<file path="src/rtl/core/iee_pkg.sv">
`timescale 1ns / 1ps
package iee_pkg;
  localparam int unsigned StackDepth = 64;
  localparam int unsigned PtrW = $clog2(StackDepth);
  localparam int unsigned DataW = 32;

  localparam logic [2:0] OpParen = 3'd0;
  localparam logic [2:0] OpAdd   = 3'd1;
  localparam logic [2:0] OpSub   = 3'd2;
  localparam logic [2:0] OpMul   = 3'd3;
  localparam logic [2:0] OpDiv   = 3'd4;

  localparam logic [2:0] StOk       = 3'd0;
  localparam logic [2:0] StParens   = 3'd1;
  localparam logic [2:0] StDivZero  = 3'd2;
  localparam logic [2:0] StBadChar  = 3'd3;
  localparam logic [2:0] StOverflow = 3'd4;

  localparam logic [7:0] ChEnd    = 8'h40;
  localparam logic [7:0] ChLParen = 8'h28;
  localparam logic [7:0] ChRParen = 8'h29;
  localparam logic [7:0] ChPlus   = 8'h2B;
  localparam logic [7:0] ChMinus  = 8'h2D;
  localparam logic [7:0] ChStar   = 8'h2A;
  localparam logic [7:0] ChSlash  = 8'h2F;
  localparam logic [7:0] ChZero   = 8'h30;
  localparam logic [7:0] ChNine   = 8'h39;

  function automatic logic [2:0] op_code(input logic [7:0] c);
    case (c)
      ChPlus:  op_code = OpAdd;
      ChMinus: op_code = OpSub;
      ChStar:  op_code = OpMul;
      ChSlash: op_code = OpDiv;
      default: op_code = OpParen;
    endcase
  endfunction
endpackage

</file>
<file path="src/rtl/core/infix_expression_evaluator_unit.sv">
`timescale 1ns / 1ps
// Infix expression evaluator.
// Input channel (char_valid_i/char_ready_o, char_code_i): one ASCII character
// per item; digits, + - * / ( ) and '@' which ends the expression.
// Output channel (res_valid_o/res_ready_i, value_o, status_o): one item per
// '@' carrying the 32-bit result and status (0 ok, 1 parens, 2 div by zero,
// 3 bad char, 4 overflow); value is 0 on error.
// An operator or ')' also runs one reduction per popped operator; a / reduction
// uses the shared divider, one quotient bit per cycle.
// A '@' shows its result after the reductions, and input is ready again in
// the same cycle that the result appears.
// Reductions read the operand stack RAM one entry per cycle.
// The result sits in an output register; input is accepted again while it
// waits, but a second '@' stalls until the first result is taken.
// Reset clears all control state and empties the stacks; stack RAM contents
// are not cleared (entries are written before read).
module infix_expression_evaluator_unit (
  input  logic        clk_i,
  input  logic        rst_ni,
  input  logic        char_valid_i,
  output logic        char_ready_o,
  input  logic [7:0]  char_code_i,
  output logic        res_valid_o,
  input  logic        res_ready_i,
  output logic signed [31:0] value_o,
  output logic [2:0]  status_o
);
  import iee_pkg::*;

  localparam logic [3:0] SIdle = 4'd0, SDecode = 4'd1, SLoop = 4'd2,
                         SRdB = 4'd3, SRdA = 4'd4, SExec = 4'd5,
                         SDiv = 4'd6, SWrite = 4'd7, SPush = 4'd8,
                         SClose = 4'd9, SEndRd = 4'd10, SEmit = 4'd11;
  // loop kinds
  localparam logic [1:0] KOp = 2'd0, KClose = 2'd1, KEnd = 2'd2;

  logic [3:0] state_q, state_d;
  logic [1:0] kind_q, kind_d;
  logic [7:0] ch_q, ch_d;
  logic [PtrW-1:0] top_q, top_d;
  logic [DataW-1:0] acc_q, acc_d;
  logic [PtrW:0] depth_q, depth_d;
  logic [2:0] err_q, err_d;
  logic expect_q, expect_d, digits_q, digits_d;
  logic [2:0] opnew_q, opnew_d;

  // stacks
  logic [DataW-1:0] opnd_mem [StackDepth];
  logic [2:0] oper_mem [StackDepth];
  logic opnd_we, oper_we;
  logic [PtrW-1:0] opnd_waddr, opnd_raddr, oper_waddr, oper_raddr;
  logic [DataW-1:0] opnd_wdata, opnd_rdata_q;
  logic [2:0] oper_wdata;
  logic [2:0] topop_q; // operator read at oper_raddr last cycle

  always_ff @(posedge clk_i) begin
    if (opnd_we) opnd_mem[opnd_waddr] <= opnd_wdata;
    opnd_rdata_q <= opnd_mem[opnd_raddr];
  end

  always_ff @(posedge clk_i) begin
    if (oper_we) oper_mem[oper_waddr] <= oper_wdata;
    topop_q <= oper_mem[oper_raddr];
  end

  // operands for reduction
  logic [DataW-1:0] a_q, a_d, b_q, b_d, r_q, r_d;
  logic [2:0] rop_q, rop_d;

  // shared divider: magnitude restoring, one bit per cycle
  logic [DataW-1:0] dq_q, dq_d, drem_q, drem_d, dden_q, dden_d;
  logic [5:0] dcnt_q, dcnt_d;
  logic dneg_q, dneg_d;
  logic [DataW:0] dtrial;
  logic [DataW-1:0] dshift;

  // output register
  logic res_valid_q, res_valid_d;
  logic [DataW-1:0] val_q, val_d;
  logic [2:0] stat_q, stat_d;

  assign res_valid_o = res_valid_q;
  assign value_o = val_q;
  assign status_o = stat_q;
  assign char_ready_o = (state_q == SIdle);

  logic [DataW-1:0] mul10;
  logic [DataW-1:0] prod;
  logic is_digit;
  logic [2:0] cop;

  always_comb begin
    state_d = state_q; kind_d = kind_q; ch_d = ch_q; top_d = top_q;
    acc_d = acc_q; depth_d = depth_q; err_d = err_q; expect_d = expect_q;
    digits_d = digits_q; opnew_d = opnew_q; a_d = a_q; b_d = b_q; r_d = r_q;
    rop_d = rop_q; dq_d = dq_q; drem_d = drem_q; dden_d = dden_q;
    dcnt_d = dcnt_q; dneg_d = dneg_q; res_valid_d = res_valid_q;
    val_d = val_q; stat_d = stat_q;
    opnd_we = 1'b0; opnd_waddr = top_q; opnd_wdata = acc_q;
    opnd_raddr = top_q; oper_we = 1'b0; oper_waddr = top_q + 1'b1;
    oper_wdata = opnew_q; oper_raddr = top_q;
    is_digit = (ch_q >= ChZero) && (ch_q <= ChNine);
    cop = op_code(ch_q);
    mul10 = (acc_q << 3) + (acc_q << 1) + {24'd0, ch_q - ChZero};
    prod = a_q * b_q;
    dshift = {drem_q[DataW-2:0], dq_q[DataW-1]};
    dtrial = {1'b0, dshift} - {1'b0, dden_q};

    if (res_valid_q && res_ready_i) res_valid_d = 1'b0;

    case (state_q)
      SIdle: begin
        if (char_valid_i) begin
          ch_d = char_code_i;
          state_d = SDecode;
        end
      end
      SDecode: begin
        state_d = SIdle;
        if (ch_q == ChEnd) begin
          kind_d = KEnd;
          if (err_q == StOk) begin
            if (expect_q) begin
              opnd_we = 1'b1;
              acc_d = '0; digits_d = 1'b0;
            end
            if (depth_q != '0) err_d = StParens;
          end
          state_d = SLoop;
        end else if (err_q != StOk) begin
          state_d = SIdle;
        end else if (expect_q && ch_q == ChLParen && !digits_q) begin
          opnew_d = OpParen; state_d = SPush;
        end else if (expect_q && is_digit) begin
          acc_d = mul10; digits_d = 1'b1;
        end else if (ch_q == ChRParen) begin
          if (expect_q) begin
            opnd_we = 1'b1; acc_d = '0; digits_d = 1'b0;
          end
          if (depth_q == '0) err_d = StParens;
          else begin kind_d = KClose; state_d = SLoop; end
        end else if (cop != OpParen) begin
          if (expect_q) begin
            opnd_we = 1'b1; acc_d = '0; digits_d = 1'b0;
          end
          opnew_d = cop; kind_d = KOp; state_d = SLoop;
        end else begin
          err_d = StBadChar;
        end
      end
      // topop_q is valid from here on; the operand read at top_q is valid in the state after this one
      SLoop: begin
        rop_d = topop_q;
        case (kind_q)
          KEnd: begin
            if (err_q != StOk) state_d = SEmit;
            else if (top_q != '0) state_d = SRdB;
            else state_d = SEndRd;
          end
          KClose: begin
            if (err_q != StOk || top_q == '0) state_d = SIdle;
            else if (topop_q != OpParen) state_d = SRdB;
            else state_d = SClose;
          end
          default: begin
            if (err_q != StOk) state_d = SIdle;
            else if (top_q != '0 && (((opnew_q == OpAdd || opnew_q == OpSub)
                     && topop_q != OpParen) || topop_q == OpMul || topop_q == OpDiv))
              state_d = SRdB;
            else state_d = SPush;
          end
        endcase
      end
      SRdB: begin
        b_d = opnd_rdata_q;
        opnd_raddr = top_q - 1'b1;
        state_d = SRdA;
      end
      SRdA: begin
        a_d = opnd_rdata_q;
        state_d = SExec;
      end
      SExec: begin
        state_d = SWrite;
        case (rop_q)
          OpAdd: r_d = a_q + b_q;
          OpSub: r_d = a_q - b_q;
          OpMul: r_d = prod;
          OpDiv: begin
            if (b_q == '0) begin
              if (err_q == StOk) err_d = StDivZero;
              r_d = '0;
            end else begin
              dneg_d = a_q[DataW-1] ^ b_q[DataW-1];
              dq_d = a_q[DataW-1] ? -a_q : a_q;
              dden_d = b_q[DataW-1] ? -b_q : b_q;
              drem_d = '0; dcnt_d = 6'd32; state_d = SDiv;
            end
          end
          default: r_d = b_q;
        endcase
      end
      SDiv: begin
        if (dcnt_q == '0) begin
          r_d = dneg_q ? -dq_q : dq_q; state_d = SWrite;
        end else begin
          dcnt_d = dcnt_q - 1'b1;
          if (!dtrial[DataW]) begin
            drem_d = dtrial[DataW-1:0]; dq_d = {dq_q[DataW-2:0], 1'b1};
          end else begin
            drem_d = dshift; dq_d = {dq_q[DataW-2:0], 1'b0};
          end
        end
      end
      SWrite: begin
        opnd_we = 1'b1; opnd_waddr = top_q - 1'b1; opnd_wdata = r_q;
        top_d = top_q - 1'b1; oper_raddr = top_q - 1'b1;
        state_d = SLoop;
      end
      SPush: begin
        if (top_q == PtrW'(StackDepth - 1)) begin
          err_d = StOverflow;
        end else begin
          top_d = top_q + 1'b1;
          oper_we = 1'b1;
          if (opnew_q == OpParen) depth_d = depth_q + 1'b1;
          else expect_d = 1'b1;
        end
        state_d = SIdle;
      end
      // inner value drops into the slot below its '('
      SClose: begin
        opnd_we = 1'b1; opnd_waddr = top_q - 1'b1; opnd_wdata = opnd_rdata_q;
        top_d = top_q - 1'b1;
        depth_d = depth_q - 1'b1; expect_d = 1'b0;
        state_d = SIdle;
      end
      SEndRd: begin
        r_d = opnd_rdata_q;
        state_d = SEmit;
      end
      SEmit: begin
        if (!res_valid_q || res_ready_i) begin
          val_d = (err_q == StOk) ? r_q : '0;
          stat_d = err_q;
          res_valid_d = 1'b1;
          top_d = '0; acc_d = '0; depth_d = '0; err_d = StOk;
          expect_d = 1'b1; digits_d = 1'b0;
          state_d = SIdle;
        end
      end
      default: state_d = SIdle;
    endcase
  end

  always_ff @(posedge clk_i or negedge rst_ni) begin
    if (!rst_ni) begin
      state_q <= SIdle; kind_q <= KOp; top_q <= '0; acc_q <= '0;
      depth_q <= '0; err_q <= StOk; expect_q <= 1'b1; digits_q <= 1'b0;
      res_valid_q <= 1'b0;
    end else begin
      state_q <= state_d; kind_q <= kind_d; top_q <= top_d; acc_q <= acc_d;
      depth_q <= depth_d; err_q <= err_d; expect_q <= expect_d;
      digits_q <= digits_d; res_valid_q <= res_valid_d;
    end
  end

  always_ff @(posedge clk_i) begin
    ch_q <= ch_d; opnew_q <= opnew_d; a_q <= a_d; b_q <= b_d;
    r_q <= r_d;
    rop_q <= rop_d; dq_q <= dq_d; drem_q <= drem_d; dden_q <= dden_d;
    dcnt_q <= dcnt_d; dneg_q <= dneg_d; val_q <= val_d; stat_q <= stat_d;
  end
endmodule
</file>
<file path="config.mk">
export PLATFORM = sky130hd
export DESIGN_NAME = infix_expression_evaluator_unit
export DESIGN_NICKNAME = d
export VERILOG_FILES = /design/src/rtl/core/iee_pkg.sv /design/src/rtl/core/infix_expression_evaluator_unit.sv
export SDC_FILE = /design/constraint.sdc
export NUM_CORES = 2
export LEC_CHECK = 0
export BUFFER_PORTS_ARGS = -buffer_cell sky130_fd_sc_hd__buf_2
export CORE_MARGIN = 5
export CORE_UTILIZATION = 35
export CTS_CLUSTER_SIZE = 10
export DETAILED_ROUTE_END_ITERATION = 10
export HOLD_SLACK_MARGIN = 0.02
export PLACE_DENSITY = 0.53
export SYNTH_ARGS = -nofsm -noshare
export SYNTH_HDL_FRONTEND = slang
export SYNTH_SLANG_ARGS = --single-unit
</file>
<file path="constraint.sdc">
create_clock -name clk_i -period 9.9 [get_ports clk_i]
set_input_delay 0.99 -clock clk_i [delete_from_list [all_inputs] [get_ports clk_i]]
set_output_delay 0.99 -clock clk_i [all_outputs]
set_load 0.02 [all_outputs]
</file>
## Word-level counts from Yosys, hierarchy flattened

Memories as Yosys holds them, arrays and structs flattened. A register that Yosys moved wholly into a read port is not among the register bits.
Index checks and enable logic that the tools add are counted.

| operators by class | value |
|---|---|
| add/subtract/negate cells | 14 |
| $mul | 1 |
| $lt $le $gt $ge | 2 |
| eq/ne operators | 56 |
| muxes and demuxes | 120 |
| bitwise operators | 4 |
| reductions and logical operators | 48 |

Operators by type and width:

| operator | number |
|---|---|
| $mux 32 | 16 |
| $pmux 32 s2 | 3 |
| $mux 31 | 5 |
| $pmux 32 s4 | 1 |
| $neg 32->32 | 3 |
| $pmux 32 s3 | 1 |
| $add 32x32->32 | 2 |
| $pmux 31 s2 | 1 |
| $mux 4 | 14 |
| $mux 3 | 17 |
| $eq 8x6->1 const B | 6 |
| $mux 6 | 8 |
| $pmux 4 s10 | 1 |
| $ne 2x2->1 const B | 17 |
| $sub 32x32->33 | 1 |
| $add 32x8->32 | 1 |
| $logic_not 32->1 | 1 |
| $mul 32x32->32 | 1 |
| $mux 1 | 32 |
| $sub 32x32->32 | 1 |
| $pmux 3 s4 | 2 |
| $mux 7 | 3 |
| $ne 3x3->1 const B | 7 |
| $pmux 7 s3 | 1 |
| other kinds (46) | 100 |

| word-level totals | value |
|---|---|
| bits in registers | 304 |
| memory bits (writable) | 2240 |
| bits of input ports | 12 |
| word-level logic and storage cells | 270 |
| memories | 2 |

Memories:

| name | words | bits a word | rd ports | clocked after Yosys merged registers in | wr ports | RTL line | text |
|---|---|---|---|---|---|---|---|
| opnd_mem | 64 | 32 | 1 | 1 | 1 | infix_expression_evaluator_unit.sv:48 | `logic [DataW-1:0] opnd_mem [StackDepth];` |
| oper_mem | 64 | 3 | 1 | 1 | 1 | infix_expression_evaluator_unit.sv:49 | `logic [2:0] oper_mem [StackDepth];` |

## Logic depth before layout (Yosys ltp)

| logic depth | value |
|---|---|
| depth after elaboration | 12 |
| mapped depth | 28 |

## Worst setup path after synthesis

No wires, ideal clock.

| path | value |
|---|---|
| kind | reg2reg |
| start point | register b_q[0] |
| end point | register r_q[0] (enable) |
| setup time | 953 ps |
| arrival | 10052 ps |
| required time | 8947 ps |
| setup slack | -1105 ps |
| cell stages (with the launch flop) | 15 |
| buffers on the path | 4 |
| period minus slack after synthesis | 11005 ps |
| path through | edfxtp_1 clkbuf_1 clkbuf_1 inv_1 ha_1 nand2_1 or3_1 or3_1 clkbuf_1 or3_1 or3_1 clkbuf_1 nor2_1 o31ai_1 a21oi_1 |

| on the way | value |
|---|---|
| longest elaborated chain between the ends | 3 |

Ends and longest elaborated chain:

| what | RTL line | text |
|---|---|---|
| start, declared | infix_expression_evaluator_unit.sv:67 | `logic [DataW-1:0] a_q, a_d, b_q, b_d, r_q, r_d;` |
| start signal, assigned | infix_expression_evaluator_unit.sv:269 | `ch_q <= ch_d; opnew_q <= opnew_d; a_q <= a_d; b_q <= b_d;` |
| $logic_not 32->1 | infix_expression_evaluator_unit.sv:190 | `if (b_q == '0) begin` |
| $ne 3x3->1 (no source line) | n/a |  |
| $reduce_and 3->1 (no source line) | n/a |  |
| end signal, assigned | infix_expression_evaluator_unit.sv:270 | `r_q <= r_d;` |
| end, declared | infix_expression_evaluator_unit.sv:67 |  |

No other way between the ends.
A chain may end at the register's enable or synchronous reset.

## Worst setup path in the final report

| path | value |
|---|---|
| start point | register a_q[11] |
| end point | register r_q[31] (data pin) |

| on the way | value |
|---|---|
| longest elaborated chain between the ends | 3 |

Ends and longest elaborated chain:

| what | RTL line | text |
|---|---|---|
| start, declared | infix_expression_evaluator_unit.sv:67 |  |
| start signal, assigned | infix_expression_evaluator_unit.sv:269 |  |
| $mul 32x32->32, or another cell as far along | infix_expression_evaluator_unit.sv:105 | `prod = a_q * b_q;` |
| $pmux 32 s4 (*) | infix_expression_evaluator_unit.sv:185 | `case (rop_q)` |
| $pmux 32 s3 (*) | infix_expression_evaluator_unit.sv:111 | `case (state_q)` |
| net r_d[31] | infix_expression_evaluator_unit.sv:67 |  |

Mark *: on every way through the listed nets, which the timed path passes. The rest lies on a longest branch.

==> impl_metrics.csv <==
group,metric,value,unit
global_route,grt_pass1_vias,73100,
clock_network,cts_resized,0,
logic_synthesis,ys_ff_latch,2579,
timing,min_period,8.61,ns
clock_network,cts_buffer_depth,4,
clock_network,clk_latency,0.89,ns
clock_network,cts_tree,"built",
clock_network,cts_max_level,5,
routing,wl,364,mm
setup_path,crit_family,"adder cells",
routing,dr.pass1.iters,8,
timing,relSlewSlack,0.153,
logic_synthesis,syn_nets,8683,
routing,ant_nets,0,
timing,fmax,116,MHz
die,fp.coreArea,0.352,mm²
logic_synthesis,synth_edf_count,2487,
run,maxCapViolations,0,
outcome,status,"finished clean",
logic_synthesis,ys_types,80,
logic_synthesis,synthFlopType,"edfxtp_1",
global_route,antenna_found_initial,19,
clock_network,postCtsHoldBufs,0,
setup_path,crit_buf_inv,4,
die,start_util,0.351,
routing,wl_per_cell,28.2,µm
global_route,grt_max_degree,107,
timing,tns,0,ns
routing,drc_errors,0,
logic_synthesis,syn-cell-area,0.123,mm²
global_route,grt_pass1_wl,524,mm
die,io_pins,49,
clock_network,cts_sinks,2579,
routing,drtIter0Drc,6589,
setup_path,cp_slowest_cell,"edfxtp_1",
timing,setup_viol,0,
timing,grt_setup_unrepaired,"false",
final_layout,nNetsFinal,8848,
routing,vias_per_cell,5.47,
final_layout,layout_commonest_cell,"edfxtp_1",
placement,io_buffers,48,
setup_path,cp-start-kind,"flip-flop",
final_layout,num-fill-cells,32300,
setup_path,max_stage_delay,0.87,ns
placement,place_hpwl,223,mm
timing,finalHoldViolations,0,
placement,dp_cells,12500,
clock_network,cts_root_buf,"clkbuf_16",
routing,num_vias,70600,
logic_synthesis,ys_warn_count,0,
setup_path,cp-end-kind,"flip-flop",
final_layout,final_cell_mix,"2487 x edfxtp_1, 943 x nand2_1, 592 x mux4_2, 475 x inv_1, 417 x fa_1",
logic_synthesis,seq_area_frac_synth,0.622,
setup_path,critPathMaxFanout,21,
timing,period_share,0.870,
global_route,grt_overflow,0,
final_layout,drive_above_1_share,0.168,
die,row_count,218,
clock_network,numCtsBuffers,307,
final_layout,finalNonFillerCells,12900,
timing,finClkSkew,0.0988,ns
final_layout,areaGrowthSynthToFinish,12.8,%
hold_path,hold_class,"input pin to asynchronous set/reset pin",
clock_network,path_clk_slew,0.06,ns
setup_path,crit_required,10.44,ns
timing,tightestPinTransition,1.26,ns
setup_path,cp_common_cell,"fa_1",
clock_network,post_cts_buffers,0,
global_route,grt_usage,0.196,
logic_synthesis,async_reset_ff_frac,0.0221,
die,floorplan.die_area,0.365,mm²
setup_path,path_class,"flip-flop to flip-flop",
setup_path,cp.arrival,9.15,ns
die,die_x,604,µm
logic_synthesis,syn_inst,7994,
die,fp.dieH,604,µm
setup_path,crit_chain,"and2_1 -> fa_1 -> fa_1 -> fa_1 -> inv_1 -> fa_1 -> inv_1 -> fa_1 -> inv_1 -> fa_1 -> inv_1 -> fa_1 -> fa_1 -> ha_1 -> nand2_1 -> nor2_1 -> a2111oi_0 -> o211a_1 -> a211oi_1 -> o31a_1 -> o21ai_0 -> xnor2_1 -> a211o_1 -> a221o_1",
placement,gp_congestion,0.888,
logic_synthesis,syn_area_per_cell,15.4,µm²
timing,drv_slew,0,
==> cells in the mapped netlist, types with 35 or more instances <==
cell / n / area [µm²]
and3_1: 71 / 444
fa_1: 417 / 8350
buf_2: 52 / 260
nor3_1: 41 / 205
nor2_1: 292 / 1100
nand2_1: 970 / 3640
mux4_2: 592 / 13300
a21oi_1: 143 / 716
and2_1: 348 / 2180
a21o_1: 55 / 413
a31oi_1: 43 / 269
clkbuf_1: 342 / 1280
xnor2_1: 178 / 1560
o21ai_0: 191 / 956
edfxtp_1: 2487 / 74700
ha_1: 260 / 3250
nand3_1: 162 / 811
a311oi_1: 86 / 753
or3_1: 38 / 238
buf_1: 52 / 195
o31ai_1: 49 / 368
a22oi_1: 57 / 428
xor2_1: 122 / 1070
dfxtp_1: 35 / 701
inv_1: 475 / 1780
dfrtp_1: 56 / 1400
==> worst paths after layout <==
kind	start	end	slack (ns)	depth (start not counted)
setup / recovery	a_q[11]$_DFFE_PP_	r_q[31]$_DFFE_PP_	1.29	24
hold / removal	rst_ni	top_q[1]$_DFFE_PN0P_	0.36	2
setup reg to reg	a_q[11]$_DFFE_PP_	r_q[31]$_DFFE_PP_	1.29	24
hold reg to reg	acc_q[3]$_DFFE_PN0P_	acc_q[3]$_DFFE_PN0P_	0.48	2
max in group asynchronous	rst_ni	acc_q[23]$_DFFE_PN0P_	8.94	2
min in group clk_i	acc_q[3]$_DFFE_PN0P_	acc_q[3]$_DFFE_PN0P_	0.48	2
==> final cells by class <==
cell class	instances	area, µm²	area share
Tap cell	4620	5780	0.0415
Timing Repair Buffer	302	2320	0.0167
Antenna cell	7	17.5	0.000126
Clock buffer	399	8170	0.0587
Clock inverter	28	323	0.00232
Sequential cell	2579	76800	0.552
Inverter	479	1800	0.0129
Multi-Input combinational cell	4490	43900	0.316
==> per-layer routing <==
layer  track usage  part of all wire  routed length [µm]
met1         0.262              0.42              151000
met2         0.335              0.50              181000
met3        0.0286             0.058               21100
met4        0.0542             0.030               10700
met5             0          0.000036                  13
==> flip-flops by register name (all words and copies together), names as in the netlist, 8 cells and up <==
| register | count |
|---|---|
| oper_mem | 192 |
| a_q | 32 |
| ch_q | 8 |
| dq_q | 32 |
| acc_q | 32 |
| r_q | 32 |
| drem_q | 31 |
| opnd_mem | 2048 |
| value_o | 32 |
| opnd_rdata_q | 32 |
| dden_q | 32 |
| b_q | 32 |
==> through the flow <==
stage	hold slack, ns	worst slack (ns)	area (µm²)	utilization
after detailed placement	0.470	1.31	131000	0.371
final	0.358	1.29	139000	0.396
after CTS	0.336	1.25	139000	0.395
after global placement	0.469	1.16	131000	0.371
after global routing	0.398	0.953	139000	0.395
after floorplan	0.446	2.15	123000	-
==> logic make-up after synthesis <==
kind of cell             synth area share
flip-flops                          0.622
AND/OR/NAND/NOR                    0.0767
XOR/XNOR                           0.0213
AO/OA/AOI/OAI                      0.0464
multiplexers                        0.111
adder cells (fa/ha/maj)            0.0940
buffers and inverters              0.0287
==> worst register-to-register path: cells and delay by family, from the launching register on <==
| kind | cells | cell delay (ns) |
|---|---|---|
| adders and majority gates | 9 | 4.27 |
| AOI/OAI and AO/OA | 7 | 2.44 |
| DFF | 1 | 0.87 |
| and+or+nand+nor | 3 | 0.43 |
| buffers and inverters | 4 | 0.22 |
| xor gates and xnor gates | 1 | 0.11 |
Power is not shown: default switching activity piles up to over one toggle a cycle in this logic, so the estimate is an artifact.
